--- config.mk ---
export PLATFORM = sky130hd
export DESIGN_NAME = bft_cell
export DESIGN_NICKNAME = d
export VERILOG_FILES = /design/src/bft_pkg.sv /design/src/bft_cell.sv
export SDC_FILE = /design/constraint.sdc
export NUM_CORES = 1
export LEC_CHECK = 0
export ABC_AREA = 1
export ABC_CLOCK_PERIOD_IN_PS = 25200
export BUFFER_PORTS_ARGS = -buffer_cell sky130_fd_sc_hd__buf_2
export CAP_MARGIN = 5
export CORE_AREA = 2 2 271 273
export DETAILED_ROUTE_END_ITERATION = 16
export DIE_AREA = 0 0 273 275
export PLACE_DENSITY = 0.56
export SYNTH_ARGS = -nofsm -noshare
export SYNTH_HDL_FRONTEND = slang
export SYNTH_SLANG_ARGS = --single-unit
--- constraint.sdc ---
create_clock -name i_clk -period 25.2 [get_ports i_clk]
set_input_delay 6.3 -clock i_clk [delete_from_list [all_inputs] [get_ports i_clk]]
set_output_delay 6.3 -clock i_clk [all_outputs]
set_load 0.1 [all_outputs]
--- src/bft_pkg.sv ---
// ----------------------------------------------------------------------------
// bft_pkg
// Shared constants and types of the forwarding table: sizes, operation codes
// and the item that travels along the row of table cells.
// ----------------------------------------------------------------------------
`default_nettype none

package bft_pkg;

    localparam int TABLE_ENTRIES = 16;
    localparam int MASK_BITS     = 64;

    localparam logic [1:0] OP_LOOKUP = 2'd0;
    localparam logic [1:0] OP_ADD    = 2'd1;
    localparam logic [1:0] OP_DELETE = 2'd2;

    // done: lookup has hit, or add has been placed
    typedef struct packed {
        logic                 valid;
        logic [1:0]           op;
        logic [15:0]          id;
        logic                 done;
        logic [63:0]          prefix_hi;
        logic [63:0]          prefix_lo;
        logic [MASK_BITS-1:0] mask;
        logic [63:0]          hop_hi;
        logic [63:0]          hop_lo;
        logic [7:0]           port;
    } t_token;

endpackage

`default_nettype wire

--- src/bft_cell.sv ---
// ----------------------------------------------------------------------------
// bft_cell
// One table slot plus one stage of the item chain. An item passing through
// deletes, places or looks up against this slot, then moves on.
// ----------------------------------------------------------------------------
`default_nettype none

module bft_cell (
    input  wire logic            i_clk,
    input  wire logic            i_rst_n,
    input  wire logic            i_adv,
    input  wire bft_pkg::t_token i_tok,
    output bft_pkg::t_token      o_tok
);

    logic                          r_valid;
    logic                          n_valid;
    logic [15:0]                   r_id;
    logic [63:0]                   r_prefix_hi;
    logic [63:0]                   r_prefix_lo;
    logic [bft_pkg::MASK_BITS-1:0] r_mask;
    logic [63:0]                   r_hop_hi;
    logic [63:0]                   r_hop_lo;
    logic [7:0]                    r_port;
    bft_pkg::t_token               r_tok;
    bft_pkg::t_token               n_tok;
    logic                          w_match;
    logic                          w_wr;

    assign w_match = r_valid && (r_id == i_tok.id);

    always_comb begin
        n_valid = r_valid;
        n_tok   = i_tok;
        w_wr    = 1'b0;
        if (i_tok.valid) begin
            case (i_tok.op)
                bft_pkg::OP_LOOKUP: begin
                    if (!i_tok.done && w_match) begin
                        n_tok.done      = 1'b1;
                        n_tok.prefix_hi = r_prefix_hi;
                        n_tok.prefix_lo = r_prefix_lo;
                        n_tok.mask      = r_mask;
                        n_tok.hop_hi    = r_hop_hi;
                        n_tok.hop_lo    = r_hop_lo;
                        n_tok.port      = r_port;
                    end
                end
                bft_pkg::OP_ADD: begin
                    if (w_match) begin
                        n_valid = 1'b0;
                    end
                    // slot is free once any same-id route is dropped
                    if (!i_tok.done && (!r_valid || w_match)) begin
                        n_valid    = 1'b1;
                        w_wr       = 1'b1;
                        n_tok.done = 1'b1;
                    end
                end
                bft_pkg::OP_DELETE: begin
                    if (w_match) begin
                        n_valid = 1'b0;
                    end
                end
                default: begin
                end
            endcase
        end
    end

    always_ff @(posedge i_clk) begin
        if (!i_rst_n) begin
            r_valid     <= 1'b0;
            r_tok.valid <= 1'b0;
        end else if (i_adv) begin
            r_valid <= n_valid;
            r_tok   <= n_tok;
        end
    end

    always_ff @(posedge i_clk) begin
        if (i_adv && w_wr) begin
            r_id        <= i_tok.id;
            r_prefix_hi <= i_tok.prefix_hi;
            r_prefix_lo <= i_tok.prefix_lo;
            r_mask      <= i_tok.mask;
            r_hop_hi    <= i_tok.hop_hi;
            r_hop_lo    <= i_tok.hop_lo;
            r_port      <= i_tok.port;
        end
    end

    assign o_tok = r_tok;

endmodule

`default_nettype wire

Yosys cells after proc, flatten, opt, wreduce, memory -nomap -nowiden. Index checks and enable logic that the tools add are counted.

Reduce and logical (&&, ||, !) cells: 11. Multiplexer cells: 11. Eq/ne operators: 3.

Operators with widths (count): $mux W329 (2); $mux W328 (1); $eq A16 B16 Y1 (1); $mux W1 (6); $logic_and A1 B1 Y1 (4); $pmux W1 S2 (2); $reduce_and A3 Y1 (1); $eq A2 B1 Y1 const B (1); $eq A2 B2 Y1 const B (1); $logic_not A1 Y1 (2); $logic_not A2 Y1 (1); $reduce_and A2 Y1 (1); $reduce_bool A2 Y1 (1); $logic_or A1 B1 Y1 (1).

Input port bits: 351. Flip-flop bits (word level): 693. Word-level logic and storage cells: 43. Output and inout bits: 348.

Depth between registers and ports, before layout. Gate-level depths: netlist (run 1).

Depth in word-level cells: 8. Depth in mapped cells: 12. Depth with buffers taken out: 11.

Worst setup path after synthesis (run 1). Ideal clock, no wire load.

Path type: in2reg. Start point: in i_tok[340] in the netlist's numbering. End point: reg r_hop_hi[0] (enable). Library setup time: 1059 ps. Path buffers: 0. Arrival time: 21209 ps. Stages: 10. Setup slack: 2932 ps. Cells stage by stage: inv_1 nand2_1 nand2_1 a21oi_1 nand2_1 nor2_1 nand2_1 nand2_1 nand2_1 nor2_1.

Longest elaborated chain between the ends: 8.

RTL lines: start, declared (RTL line bft_cell.sv:12) `input wire bft_pkg::t_token i_tok,`; $eq A16 B16 Y1 (RTL line bft_cell.sv:30) `assign w_match = r_valid && (r_id == i_tok.id);`; $logic_and A1 B1 Y1 (RTL line bft_cell.sv:30); $logic_or A1 B1 Y1 (RTL line bft_cell.sv:54) `if (!i_tok.done && (!r_valid || w_match)) begin`; $logic_and A1 B1 Y1 (RTL line bft_cell.sv:54); $mux W1 (RTL line bft_cell.sv:54); $mux W1 (RTL line bft_cell.sv:37) `case (i_tok.op)`; $mux W1 (RTL line bft_cell.sv:36) `if (i_tok.valid) begin`; $logic_and A1 B1 Y1 (RTL line bft_cell.sv:82) `if (i_adv && w_wr) begin`; end signal, assigned (RTL line bft_cell.sv:87) `r_hop_hi <= i_tok.hop_hi;`; end, declared (RTL line bft_cell.sv:22) `logic [63:0] r_hop_hi;`.

Every way passes these cells. A chain may end at the register's enable or synchronous reset.

==> impl_summary.txt, run 1 <==
----------------------------------------------------
[Timing]
  RSZ-0062 raised after global routing ... false
  Final critical path time including I/O delays and setup ... about 9900 ps
  Worst Hold Slack ... between 400 and 500 ps
  Accumulated negative setup slack ... 0 ps
  Max Clock Skew ... between 20 and 25 ps
  Final setup vio count ... 0
  Transition time at the pin with the least slew margin ... approximately 1200 ps
  Final hold vios ... 0
  Number of max-slew violations in the final report ... 0
  Timing-limited maximum frequency ... 0.101 GHz
  Fin crit share ... 0.392
  Max_slew headroom ... 0.186

[GRT]
  Wire length of the first global-routing pass ... ~110 mm
  Met2 usage in global routing ... 0.305
  All-Layer GR Usage ... 0.190
  Number of global-route vias before repair ... between 15k and 20k
  Gr ovfl total ... 0
  Met3 Track Usage GR ... 0.0635
  Grt peak-use layer ... met2
  Met1 demand-to-capacity share in global routing ... 0.237
  Initial antenna violation count ... 31
  Maximum number of pins on one net before global-route repair ... about 170

[Clock network]
  H-Tree Depth ... 3
  Longest Clk Path Bufs ... 3
  Post-CTS clock slew at the launch and capture registers of the worst setup and hold paths ... 60 ps
  Post-CTS Setup Inserts ... 0
  Number of clock buffers inserted by TritonCTS ... 74
  CTS-repair resized insts ... 0
  Total of hold buffers inserted after clock tree synthesis ... 0
  Clock sink count ... 693
  Library cell used as clock root buffer ... clkbuf_16
  TritonCTS clock tree ... done
  Worst skew pair latency ... around 600 ps

[Routing]
  Post-route antenna net violation count ... 0
  Routed len/inst ... 20.6 um
  Via density ... roughly 5
  TritonRoute pass-1 iters ... 7
  Routed vias ... roughly 18k
  Routed wire length ... 75.0 mm
  Number of violations reported at the end of detailed-routing iteration 0 ... 1,489
  Residual DRC ... 0

[Logic synthesis]
  Post-Synthesis Net Count ... about 2.3k
  Predominant post-synthesis flop cell ... edfxtp_1
  Post-synth top cells ... nand2_1 (715), edfxtp_1 (691), nand4_1 (330), buf_2 (82), clkbuf_1 (61)
  Post-synthesis sequential area ratio ... 0.783
  Post-synthesis cell count ... 1,960
  Number of enable-type register cells in the synthesized netlist ... between 600 and 700
  Fraction of synthesized cell area taken by the top area cell type ... 0.782
  Library cell occupying the most area in the post-synthesis netlist ... edfxtp_1
  Top-count cell post-synth ... nand2_1
  Count of synthesis-stage warnings from yosys ... 0
  Post-synthesis cell type count ... 16
  Avg Synthesized Cell Area ... 13.5 um2
  Flip-flop and latch count after synthesis ... between 600 and 700
  Netlist area before placement ... ~0.027 mm2
  Top cells by area in the synthesized netlist ... edfxtp_1 (78%), nand2_1 (10%), nand4_1 (7.8%)
  Share of flip-flops with an asynchronous set or reset ... 0

[Critical path]
  Critical register-to-register path startpoint ... r_id[5]
  Bufs and invs on worst path ... 6
  Most used cell along the critical path ... buf_4
  Req. time, crit path ... roughly 26,000 ps
  Critical path cell sequence ... buf_2 > inv_1 > ha_1 > nand2_1 > nor2_4 > buf_4 > nand4_1 > buf_4 > buf_4 > buf_4 > nand2_1 > nand2_1
  Data arrival, critical path ... between 10,000 and 15,000 ps
  Crit start category ... input port
  Slowest cell on the critical path ... buf_4
  Critical path endpoint category ... flop
  Worst Path Class, Setup ... in -> reg
  Top cell family by delay on the critical path ... buffers and inverters
  Worst Setup SP ... i_tok[345]
  Max stage delay on crit path ... 850 ps
  Worst-path maximum fanout ... between 80 and 90

[Die]
  Die Outline Area ... roughly 0.075 mm2
  Die Y-Extent ... approximately 280 um
  Count of standard-cell rows ... 99
  Starting Density ... 0.367
  Die Width ... roughly 270 um
  Core Area ... just over 0.07 mm2
  Ports placed on the boundary ... roughly 700

[Power and ir drop]
  Power Dens Cells ... between 80 and 90 mW/mm2
  Maximum vdd drop ... 0.0574 mV
  Static leakage ... 13.5 nW

[Final layout]
  Fill cell count ... about 6.7k
  Area grow syn2layout ... 24.6%
  Ratio of cells with drive above 1 in the final layout ... 0.308
  Number of nets in the finished design ... about 3k

[Job]
  # Max-Cap Violations ... 0

[Place]
  HPWL after DPL ... between 40 and 50 mm
  Last weighted congestion value of the routability-driven placer ... ~0.83
  PortBufs ... approximately 700

[Status]
  Status ... finished, final reports clean

[Worst hold path]
  Class of the tightest hold or removal check ... reg -> reg
  Hold Path Origin ... o_tok[347]

----------------------------------------------------
-- stage by stage --
stage	power (mW)	utilization	instance area, um2	std cells	setup slack [ps]
2_1_floorplan	1.70	-	26500	1960	2930
3_3_place_gp	1.78	0.426	30800	3494	14740
3_5_place_dp	1.79	0.426	30800	3494	14700
4_1_cts	2.81	0.456	33000	3627	15340
5_1_grt	2.87	0.457	33100	3643	14990
6_report	2.77	0.457	33100	3646	15310
-- worst min-delay path: cells and delay by family (launching register included) --
family | cells | cell delay, ps
simple gates | 1 | 70
flops | 1 | 330
compound gates | 1 | 50
-- layer usage --
metal	up-vias	wire (um)
li1	8483	-
met1	8901	28900
met2	761	36600
met3	151	7230
met4	24	2160
met5	-	133
-- final timing paths --
| kind | slack [ps] | cells past startpoint | end |
|---|---|---|---|
| worst max-delay path | 15310 | 12 | o_tok[194] |
| worst min-delay path | 490 | 2 | o_tok[347] |
| worst max register to register | 20820 | 10 | o_tok[106] |
| worst min register to register | 490 | 2 | o_tok[347] |
-- flip-flops by register name, summed over array words and instances, names as in the netlist --
signal and flops:
r_hop_hi 64, r_port 8, r_id 16, r_valid 1, r_prefix_hi 64, r_hop_lo 64
r_prefix_lo 64, r_mask 64, o_tok 348
-- final cells by class --
type | count | area (um2) | share of cell area
multi-input cells | 1081 | 4970 | 0.150
inverters | 41 | 161 | 0.00488
diodes | 19 | 47.5 | 0.00144
repair buffers | 720 | 3670 | 0.111
well taps | 959 | 1200 | 0.0363
clock inverters | 39 | 277 | 0.00836
clock buffers | 94 | 1950 | 0.0589
flip-flops and latches | 693 | 20800 | 0.629
-- cells by family (layout without fill, tap and decap cells) --
group / after synthesis / after routing / share of synthesized area
DFF: 693 / 693 / 0.783
xor gates and xnor gates: 5 / 5 / 0.00165
adders and majority gates: 3 / 3 / 0.00141
other: 0 / 19 / 0
AOI/OAI and AO/OA: 4 / 4 / 0.000754
and+or+nand+nor: 1069 / 1069 / 0.183
buffers and inverters: 186 / 894 / 0.0302
-- where the power goes --
group / total [mW] / switching (mW) / internal [mW]
Sequential: 1.34 / 0.0196 / 1.32
Combinational: 0.422 / 0.363 / 0.0585
Clock: 1.01 / 0.443 / 0.570
Total: 2.77 / 0.825 / 1.95
-- placed cells by master (no fill, tap or decap), drive strengths merged --
| master | synthesis | layout |
|---|---|---|
| xor2 | 1 | 1 |
| a21oi | 4 | 4 |
| diode | 0 | 19 |
| clkinv | 1 | 32 |
| ha | 3 | 3 |
| buf | 84 | 720 |
| dfxtp | 2 | 2 |
| nand4 | 330 | 330 |
| clkbuf | 61 | 94 |
| nand3 | 3 | 3 |
| xnor2 | 4 | 4 |
| inv | 40 | 44 |
| bufinv | 0 | 2 |
| nand2 | 715 | 715 |
| clkinvlp | 0 | 2 |
| edfxtp | 691 | 691 |
| nor3 | 1 | 1 |
| nor2 | 20 | 20 |
Note: power is estimated with default switching activity, not from simulation.
==> run 2, diff against run 1 <==
--- a/config.mk
+++ b/config.mk
@@ -5,13 +5,13 @@
 export SDC_FILE = /design/constraint.sdc
 export NUM_CORES = 1
 export LEC_CHECK = 0
-export ABC_AREA = 1
-export ABC_CLOCK_PERIOD_IN_PS = 25200
+export ABC_AREA = 0
+export ABC_CLOCK_PERIOD_IN_PS = 8100
 export BUFFER_PORTS_ARGS = -buffer_cell sky130_fd_sc_hd__buf_2
 export CAP_MARGIN = 5
-export CORE_AREA = 2 2 271 273
+export CORE_AREA = 2 2 272 274
 export DETAILED_ROUTE_END_ITERATION = 16
-export DIE_AREA = 0 0 273 275
+export DIE_AREA = 0 0 274 276
 export PLACE_DENSITY = 0.56
 export SYNTH_ARGS = -nofsm -noshare
 export SYNTH_HDL_FRONTEND = slang
==> constraint.sdc (replaced) <==
create_clock -name i_clk -period 8.1 [get_ports i_clk]
set_input_delay 2.025 -clock i_clk [delete_from_list [all_inputs] [get_ports i_clk]]
set_output_delay 2.025 -clock i_clk [all_outputs]
set_load 0.1 [all_outputs]
==> impl_summary.txt, run 2 <==
----------------------------------------------------
[Timing]
  RSZ-0062 raised after global routing ... false
  Final critical path time including I/O delays and setup ... between 4000 and 5000 ps
  Transition time at the pin with the least slew margin ... 1200 ps (-19.8 ps)
  Final hold vios ... 0 (unchanged)
  Worst setup slack after layout ... 3510 ps (-11,800 ps)
  Max_slew headroom ... 0.199 (+0.0132)
  Timing-limited maximum frequency ... around 0.22 GHz
  Number of max-slew violations in the final report ... 0 (unchanged)
  Max Clock Skew ... 28.5 ps (+6.81 ps)
  Final setup vio count ... 0 (unchanged)
  Fin crit share ... 0.567

[Die]
  Core Area ... 0.0726 mm2 (+0.34%)
  Starting Density ... 0.348 (-0.0193)
  Die Outline Area ... 0.0756 mm2 (+0.73%)
  Ports placed on the boundary ... 699 (unchanged)
  Count of standard-cell rows ... 99 (unchanged)
  Die Y-Extent ... 276 um (+0.36%)
  Die Width ... 274 um (+0.37%)

[Logic synthesis]
  Count of synthesis-stage warnings from yosys ... 0 (unchanged)
  Predominant post-synthesis flop cell ... edfxtp_1
  Post-synthesis cell type count ... 23 (+7)
  Share of the synthesized area in compound gates (AO/OA/AOI/OAI) ... 0.00104 (+0.000287)
  Top-count cell post-synth ... edfxtp_1
  Post-synth top cells ... edfxtp_1 (691), mux2_2 (328), buf_6 (33), xor2_1 (16), nor4_1 (4)
  Adder-Cell Fraction of Synth Area ... 0.00149 (+0.0000735)
  Number of enable-type register cells in the synthesized netlist ... 691 (unchanged)
  Post-Synthesis Net Count ... 1,451 (-37%)
  XOR/XNOR share of the synthesized area ... 0.00556 (+0.00391)
  Netlist area before placement ... 0.0252 mm2 (-4.9%)
  Post-synthesis sequential area ratio ... 0.824 (+0.0407)
  Library cell occupying the most area in the post-synthesis netlist ... edfxtp_1
  Post-synthesis cell count ... 1,097 (-44%)
  Share of flip-flops with an asynchronous set or reset ... 0 (unchanged)
  Main combinational cell family by area after synthesis ... multiplexers
  Flip-flop and latch count after synthesis ... 693 (unchanged)
  Avg Synthesized Cell Area ... 23.0 um2 (+70%)
  Top cells by area in the synthesized netlist ... edfxtp_1 (82%), mux2_2 (15%), buf_6 (1.5%)
  Fraction of synthesized cell area taken by the top area cell type ... 0.823 (+0.0406)
  Fraction of the mapped netlist area in simple logic gates ... 0.00397 (-0.179)
  Portion of netlist area occupied by mux cells ... 0.147 (+0.147)

[Clock network]
  Worst skew pair latency ... 620 ps (+20 ps)
  Number of clock buffers inserted by TritonCTS ... 77 (+4.1%)
  Total of hold buffers inserted after clock tree synthesis ... 0 (unchanged)
  TritonCTS clock tree ... done
  H-Tree Depth ... 3 (unchanged)
  CTS-repair resized insts ... 0 (unchanged)
  Post-CTS Setup Inserts ... 0 (unchanged)
  Library cell used as clock root buffer ... clkbuf_16
  Clock sink count ... 693 (unchanged)
  Post-CTS clock slew at the launch and capture registers of the worst setup and hold paths ... 60 ps (about the same)
  Longest Clk Path Bufs ... 3 (unchanged)

[Worst hold path]
  Terminating pin of the worst hold path ... o_tok[227]
  Hold path depth ... 1 (-1)
  Hold Path Origin ... r_prefix_lo[27]
  Class of the tightest hold or removal check ... reg -> reg

[Routing]
  Number of violations reported at the end of detailed-routing iteration 0 ... 808 (-46%)
  TritonRoute pass-1 iters ... 4 (-3)
  Routed len/inst ... 21.0 um (+1.8%)
  Via density ... 4.56 (-9.2%)
  Routed wire length ... 60.4 mm (-20%)
  Post-route antenna net violation count ... 0 (unchanged)
  Residual DRC ... 0 (unchanged)
  Routed vias ... 13.1k (-28%)

[Final layout]
  Utilization after layout ... 0.444 (-0.0134)
  Ratio of cells with drive above 1 in the final layout ... 0.603 (+0.295)
  Top library cells by usage in the layout, fill and taps aside ... buf_2 (698), edfxtp_1 (691), mux2_2 (328)
  Largest register FFs ... 348 (unchanged)
  Commonest non-fill, non-tap cell in the layout ... buf_2
  Number of nets in the finished design ... 2,201 (-26%)
  Area grow syn2layout ... 27.7%

[Place]
  Last weighted congestion value of the routability-driven placer ... 0.797 (-4.1%)
  PortBufs ... 698 (unchanged)
  Post-placement setup slack ... 2890 ps (-11,810 ps)
  HPWL after DPL ... 41.3 mm (-14%)

[GRT]
  Gr ovfl total ... 0 (unchanged)
  Wire length of the first global-routing pass ... 87.4 mm (-20%)
  Initial antenna violation count ... 20 (-35%)
  Number of global-route vias before repair ... 14.0k (-21%)
  All-Layer GR Usage ... 0.154 (-0.0366)
  Maximum number of pins on one net before global-route repair ... 165 (-4.6%)

[Power and ir drop]
  Maximum vdd drop ... 0.209 mV (+260%)
  Static leakage ... 11.7 nW (-13%)
  Power Dens Cells ... 274 mW/mm2 (+230%)

[Job]
  # Max-Cap Violations ... 0 (unchanged)

[Status]
  Status ... finished, final reports clean

[Critical path]
  Worst Path Class, Setup ... in -> reg
  Register-to-Register Path Depth ... 6 (-4)
  Worst R2R End ... o_tok[188]
  Data arrival, critical path ... 4940 ps (-5400 ps)
  Req. time, crit path ... 8450 ps (-17,200 ps)
  Critical register-to-register path startpoint ... r_id[0]
  Worst-path maximum fanout ... 159 (+89%)
  Worst-case register-to-register setup slack ... 4680 ps (-16,140 ps)
  Crit start category ... input port
  Critical path endpoint category ... flop

----------------------------------------------------
## run 2: cell types whose count changed after synthesis, sizes merged, moves of 15 or more
| cell | change |
|---|---|
| nand2 | -713 |
| nand4 | -329 |
| mux2 | +328 |
| clkbuf | -61 |
| buf | -48 |
| inv | -38 |
| nor2 | -20 |
| xor2 | +15 |
## run 2: worst max-delay path by stage
stage	from	endpoint	cells past startpoint
2_1_floorplan	i_tok[339]	r_hop_hi[0]	4
3_3_place_gp	i_tok[329]	o_tok[176]	7
3_5_place_dp	i_tok[339]	o_tok[48]	7
4_1_cts	i_tok[339]	o_tok[195]	7
5_1_grt	i_tok[339]	o_tok[188]	7
6_report	i_tok[339]	o_tok[188]	7
## run 2: routing by layer
layer	global-route usage	share of wire
met2	0.273	0.52
met5	0	0.0019
met4	0.0718	0.032
met3	0.0492	0.077
met1	0.165	0.36
## run 2: per-stage QoR
step	cell area [um2]	std cells	power, mW	TNS (ps)	hold slack [ps]
2_1_floorplan	25200	1097	5.19	-254970	523
3_3_place_gp	29700	2727	5.45	0	501
3_5_place_dp	29700	2727	5.46	0	531
4_1_cts	32200	2870	8.95	0	538
5_1_grt	32200	2880	9.12	0	558
6_report	32200	2881	8.83	0	538
## run 2: cells by family (layout without fill, tap and decap cells)
family | Yosys count | in the layout
compound gates | 4 | 4
fa+ha+maj | 3 | 3
buf+inv | 38 | 852
mux | 329 | 329
xor+xnor | 16 | 16
flops | 693 | 693
simple gates | 14 | 14
other cells | 0 | 11
## run 2: where the power goes
group | total, mW | switching [mW] | internal, mW
clock network | 3.45 | 1.44 | 2.01
registers | 4.14 | 0.0359 | 4.11
logic | 1.24 | 1.04 | 0.199
## run 2: layout make-up
type                            count  area, um2
Clock inverter                     47        484
Timing Repair Buffer              707       3640
Inverter                            2       7.51
Antenna cell                       11       27.5
Clock buffer                       96       2040
Fill cell                        6499      40400
Sequential cell                   693      20800
Multi-Input combinational cell    366       4020
Tap cell                          959       1200
## run 2: critical path: stages
cell     delay (ps)
buf_2           130
xor2_1          160
nor4_1          420
nand4_1         350
nor4b_4         510
buf_12          490
mux2_2          430
==> run 3, diff against run 2 <==
--- a/config.mk
+++ b/config.mk
@@ -6,7 +6,7 @@
 export NUM_CORES = 1
 export LEC_CHECK = 0
 export ABC_AREA = 0
-export ABC_CLOCK_PERIOD_IN_PS = 8100
+export ABC_CLOCK_PERIOD_IN_PS = 3730
 export BUFFER_PORTS_ARGS = -buffer_cell sky130_fd_sc_hd__buf_2
 export CAP_MARGIN = 5
 export CORE_AREA = 2 2 272 274
==> constraint.sdc (replaced) <==
create_clock -name i_clk -period 3.73 [get_ports i_clk]
set_input_delay 0.9325 -clock i_clk [delete_from_list [all_inputs] [get_ports i_clk]]
set_output_delay 0.9325 -clock i_clk [all_outputs]
set_load 0.1 [all_outputs]
==> impl_summary.txt, run 3 (synthesized netlist as in run 2, its figures left out) <==
----------------------------------------------------
[Clock network]
  Post-CTS Setup Inserts ... 0 (unchanged)
  TritonCTS clock tree ... done
  Post-CTS clock slew at the launch and capture registers of the worst setup and hold paths ... 60 ps (about the same)
  Library cell used as clock root buffer ... clkbuf_16
  H-Tree Depth ... 3 (unchanged)
  Clock sink count ... 693 (unchanged)
  Number of clock buffers inserted by TritonCTS ... 76 (-1.3%)
  Longest Clk Path Bufs ... 3 (unchanged)
  Worst skew pair latency ... 610 ps (about the same)
  CTS-repair resized insts ... 0 (unchanged)
  Total of hold buffers inserted after clock tree synthesis ... 0 (unchanged)

[Worst hold path]
  Hold Path Origin ... i_tok[187]
  Class of the tightest hold or removal check ... in -> reg

[Timing]
  Fin crit share ... 0.850
  Final hold vios ... 0 (unchanged)
  Max Clock Skew ... 32.3 ps (+3.78 ps)
  Final critical path time including I/O delays and setup ... around 3200 ps
  Max_slew headroom ... 0.608 (+0.410)
  RSZ-0062 raised after global routing ... false
  Number of max-slew violations in the final report ... 0 (unchanged)
  Worst setup slack after layout ... 559 ps (-2950 ps)
  Timing-limited maximum frequency ... approximately 0.32 GHz
  Transition time at the pin with the least slew margin ... 588 ps (-614 ps)
  Final setup vio count ... 0 (unchanged)

[Die]
  Die Y-Extent ... 276 um (unchanged)
  Die Width ... 274 um (unchanged)
  Count of standard-cell rows ... 99 (unchanged)
  Starting Density ... 0.348 (unchanged)
  Core Area ... 0.0726 mm2 (unchanged)
  Ports placed on the boundary ... 699 (unchanged)
  Die Outline Area ... 0.0756 mm2 (unchanged)

[Job]
  # Max-Cap Violations ... 0 (unchanged)

[GRT]
  Maximum number of pins on one net before global-route repair ... 57 (-65%)
  All-Layer GR Usage ... 0.160 (+0.00654)
  Wire length of the first global-routing pass ... 91.1 mm (+4.2%)
  Number of global-route vias before repair ... 14.6k (+3.8%)
  Initial antenna violation count ... 22 (+10%)
  Gr ovfl total ... 0 (unchanged)

[Critical path]
  Max stage delay on crit path ... 540 ps (+30 ps)
  Most used cell along the critical path ... buf_12
  Worst-path maximum fanout ... 16 (-90%)
  Bufs and invs on worst path ... 4 (+2)
  Crit start category ... input port
  Top cell family by delay on the critical path ... simple AND/OR/NAND/NOR gates
  Critical path cell sequence ... buf_2 > xor2_1 > nor4_1 > nand4_1 > nor4b_4 > buf_4 > buf_12 > buf_12 > mux2_2
  Worst Setup SP ... i_tok[337]
  Req. time, crit path ... 4070 ps (-4380 ps)
  Data arrival, critical path ... 3510 ps (-1430 ps)
  Critical path endpoint category ... flop
  Slowest cell on the critical path ... nor4_1
  Worst-case register-to-register setup slack ... 630 ps (-4050 ps)
  Critical register-to-register path startpoint ... r_id[8]
  Worst Path Class, Setup ... in -> reg

[Routing]
  Routed wire length ... 62.3 mm (+3.2%)
  Via density ... 4.58 (+0.48%)
  Routed len/inst ... 21.3 um (+1.7%)
  Post-route antenna net violation count ... 0 (unchanged)
  TritonRoute pass-1 iters ... 4 (unchanged)
  Residual DRC ... 0 (unchanged)
  Number of violations reported at the end of detailed-routing iteration 0 ... 667 (-17%)
  Routed vias ... 13.4k (+2.0%)

[Final layout]
  Total area of multi-input combinational cells ... 0.00402 mm2 (unchanged)
  Area of all sequential standard cells ... 0.0208 mm2 (unchanged)
  Fill cell count ... 6,482 (-0.26%)
  Ratio of cells with drive above 1 in the final layout ... 0.610 (+0.00701)
  Largest register FFs ... 348 (unchanged)
  Top library cells by usage in the layout, fill and taps aside ... buf_2 (698), edfxtp_1 (691), mux2_2 (328)
  Utilization after layout ... 0.450 (+0.00595)
  Commonest non-fill, non-tap cell in the layout ... buf_2
  Area grow syn2layout ... 29.4%
  Number of nets in the finished design ... 2,253 (+2.4%)
  Summed area of non-filler cells in the final layout ... 0.0326 mm2 (+1.3%)

[Power and ir drop]
  Static leakage ... 12.0 nW (+2.1%)
  Power Dens Cells ... 576 mW/mm2 (+110%)
  Maximum vdd drop ... 0.422 mV (+100%)
  Final total power ... 18.8 mW (+110%)

[Place]
  Post-placement setup slack ... -132 ps (-3020 ps)
  HPWL after DPL ... 45.0 mm (+8.9%)
  PortBufs ... 698 (unchanged)
  Last weighted congestion value of the routability-driven placer ... 0.819 (+2.7%)
  Post-place instance area ... 0.0303 mm2 (+2.1%)

[Status]
  Status ... finished, final reports clean

----------------------------------------------------
run 3: changes by cell type in the layout (fill, tap and decap cells not counted), moves of 2 or more:
cell / delta
buf_4: +35
inv_6: -2
clkinv_2: -2
bufinv_16: -2
buf_12: +18
clkinv_1: +3
clkinvlp_4: -4
inv_16: -2
run 3: where the power goes:
part	total [mW]	switching (mW)	leakage [nW]	internal (mW)
sequential	9.00	0.0852	6.38	8.92
clock	7.11	3.00	1.14	4.11
combinational	2.70	2.25	4.45	0.451
total	18.8	5.34	12.0	13.5
run 3: final timing paths:
path,end,cells past startpoint
setup reg to reg,o_tok[6],8
setup / recovery,o_tok[6],9
hold / removal,r_mask[51],1
hold reg to reg,o_tok[347],2
run 3: metal layers:
metal	global-route usage	wire, um
met4	0.0628	2000
met1	0.173	22500
met5	0	130
met3	0.0606	5660
met2	0.282	32100
run 3: final cells by class:
type,instances,share of cell area
Clock buffer,95,0.0618
Sequential cell,693,0.637
Tap cell,959,0.0368
Timing Repair Buffer,760,0.130
Inverter,2,0.000230
Clock inverter,37,0.00966
Multi-Input combinational cell,366,0.123
Antenna cell,12,0.000920
run 3: stage by stage:
stage,hold slack [ps],setup TNS (ps),cells
2_1_floorplan,523,-1403150,1097
3_3_place_gp,504,-1290,2780
3_5_place_dp,514,-23180,2780
4_1_cts,461,0,2912
5_1_grt,477,0,2919
6_report,516,0,2924
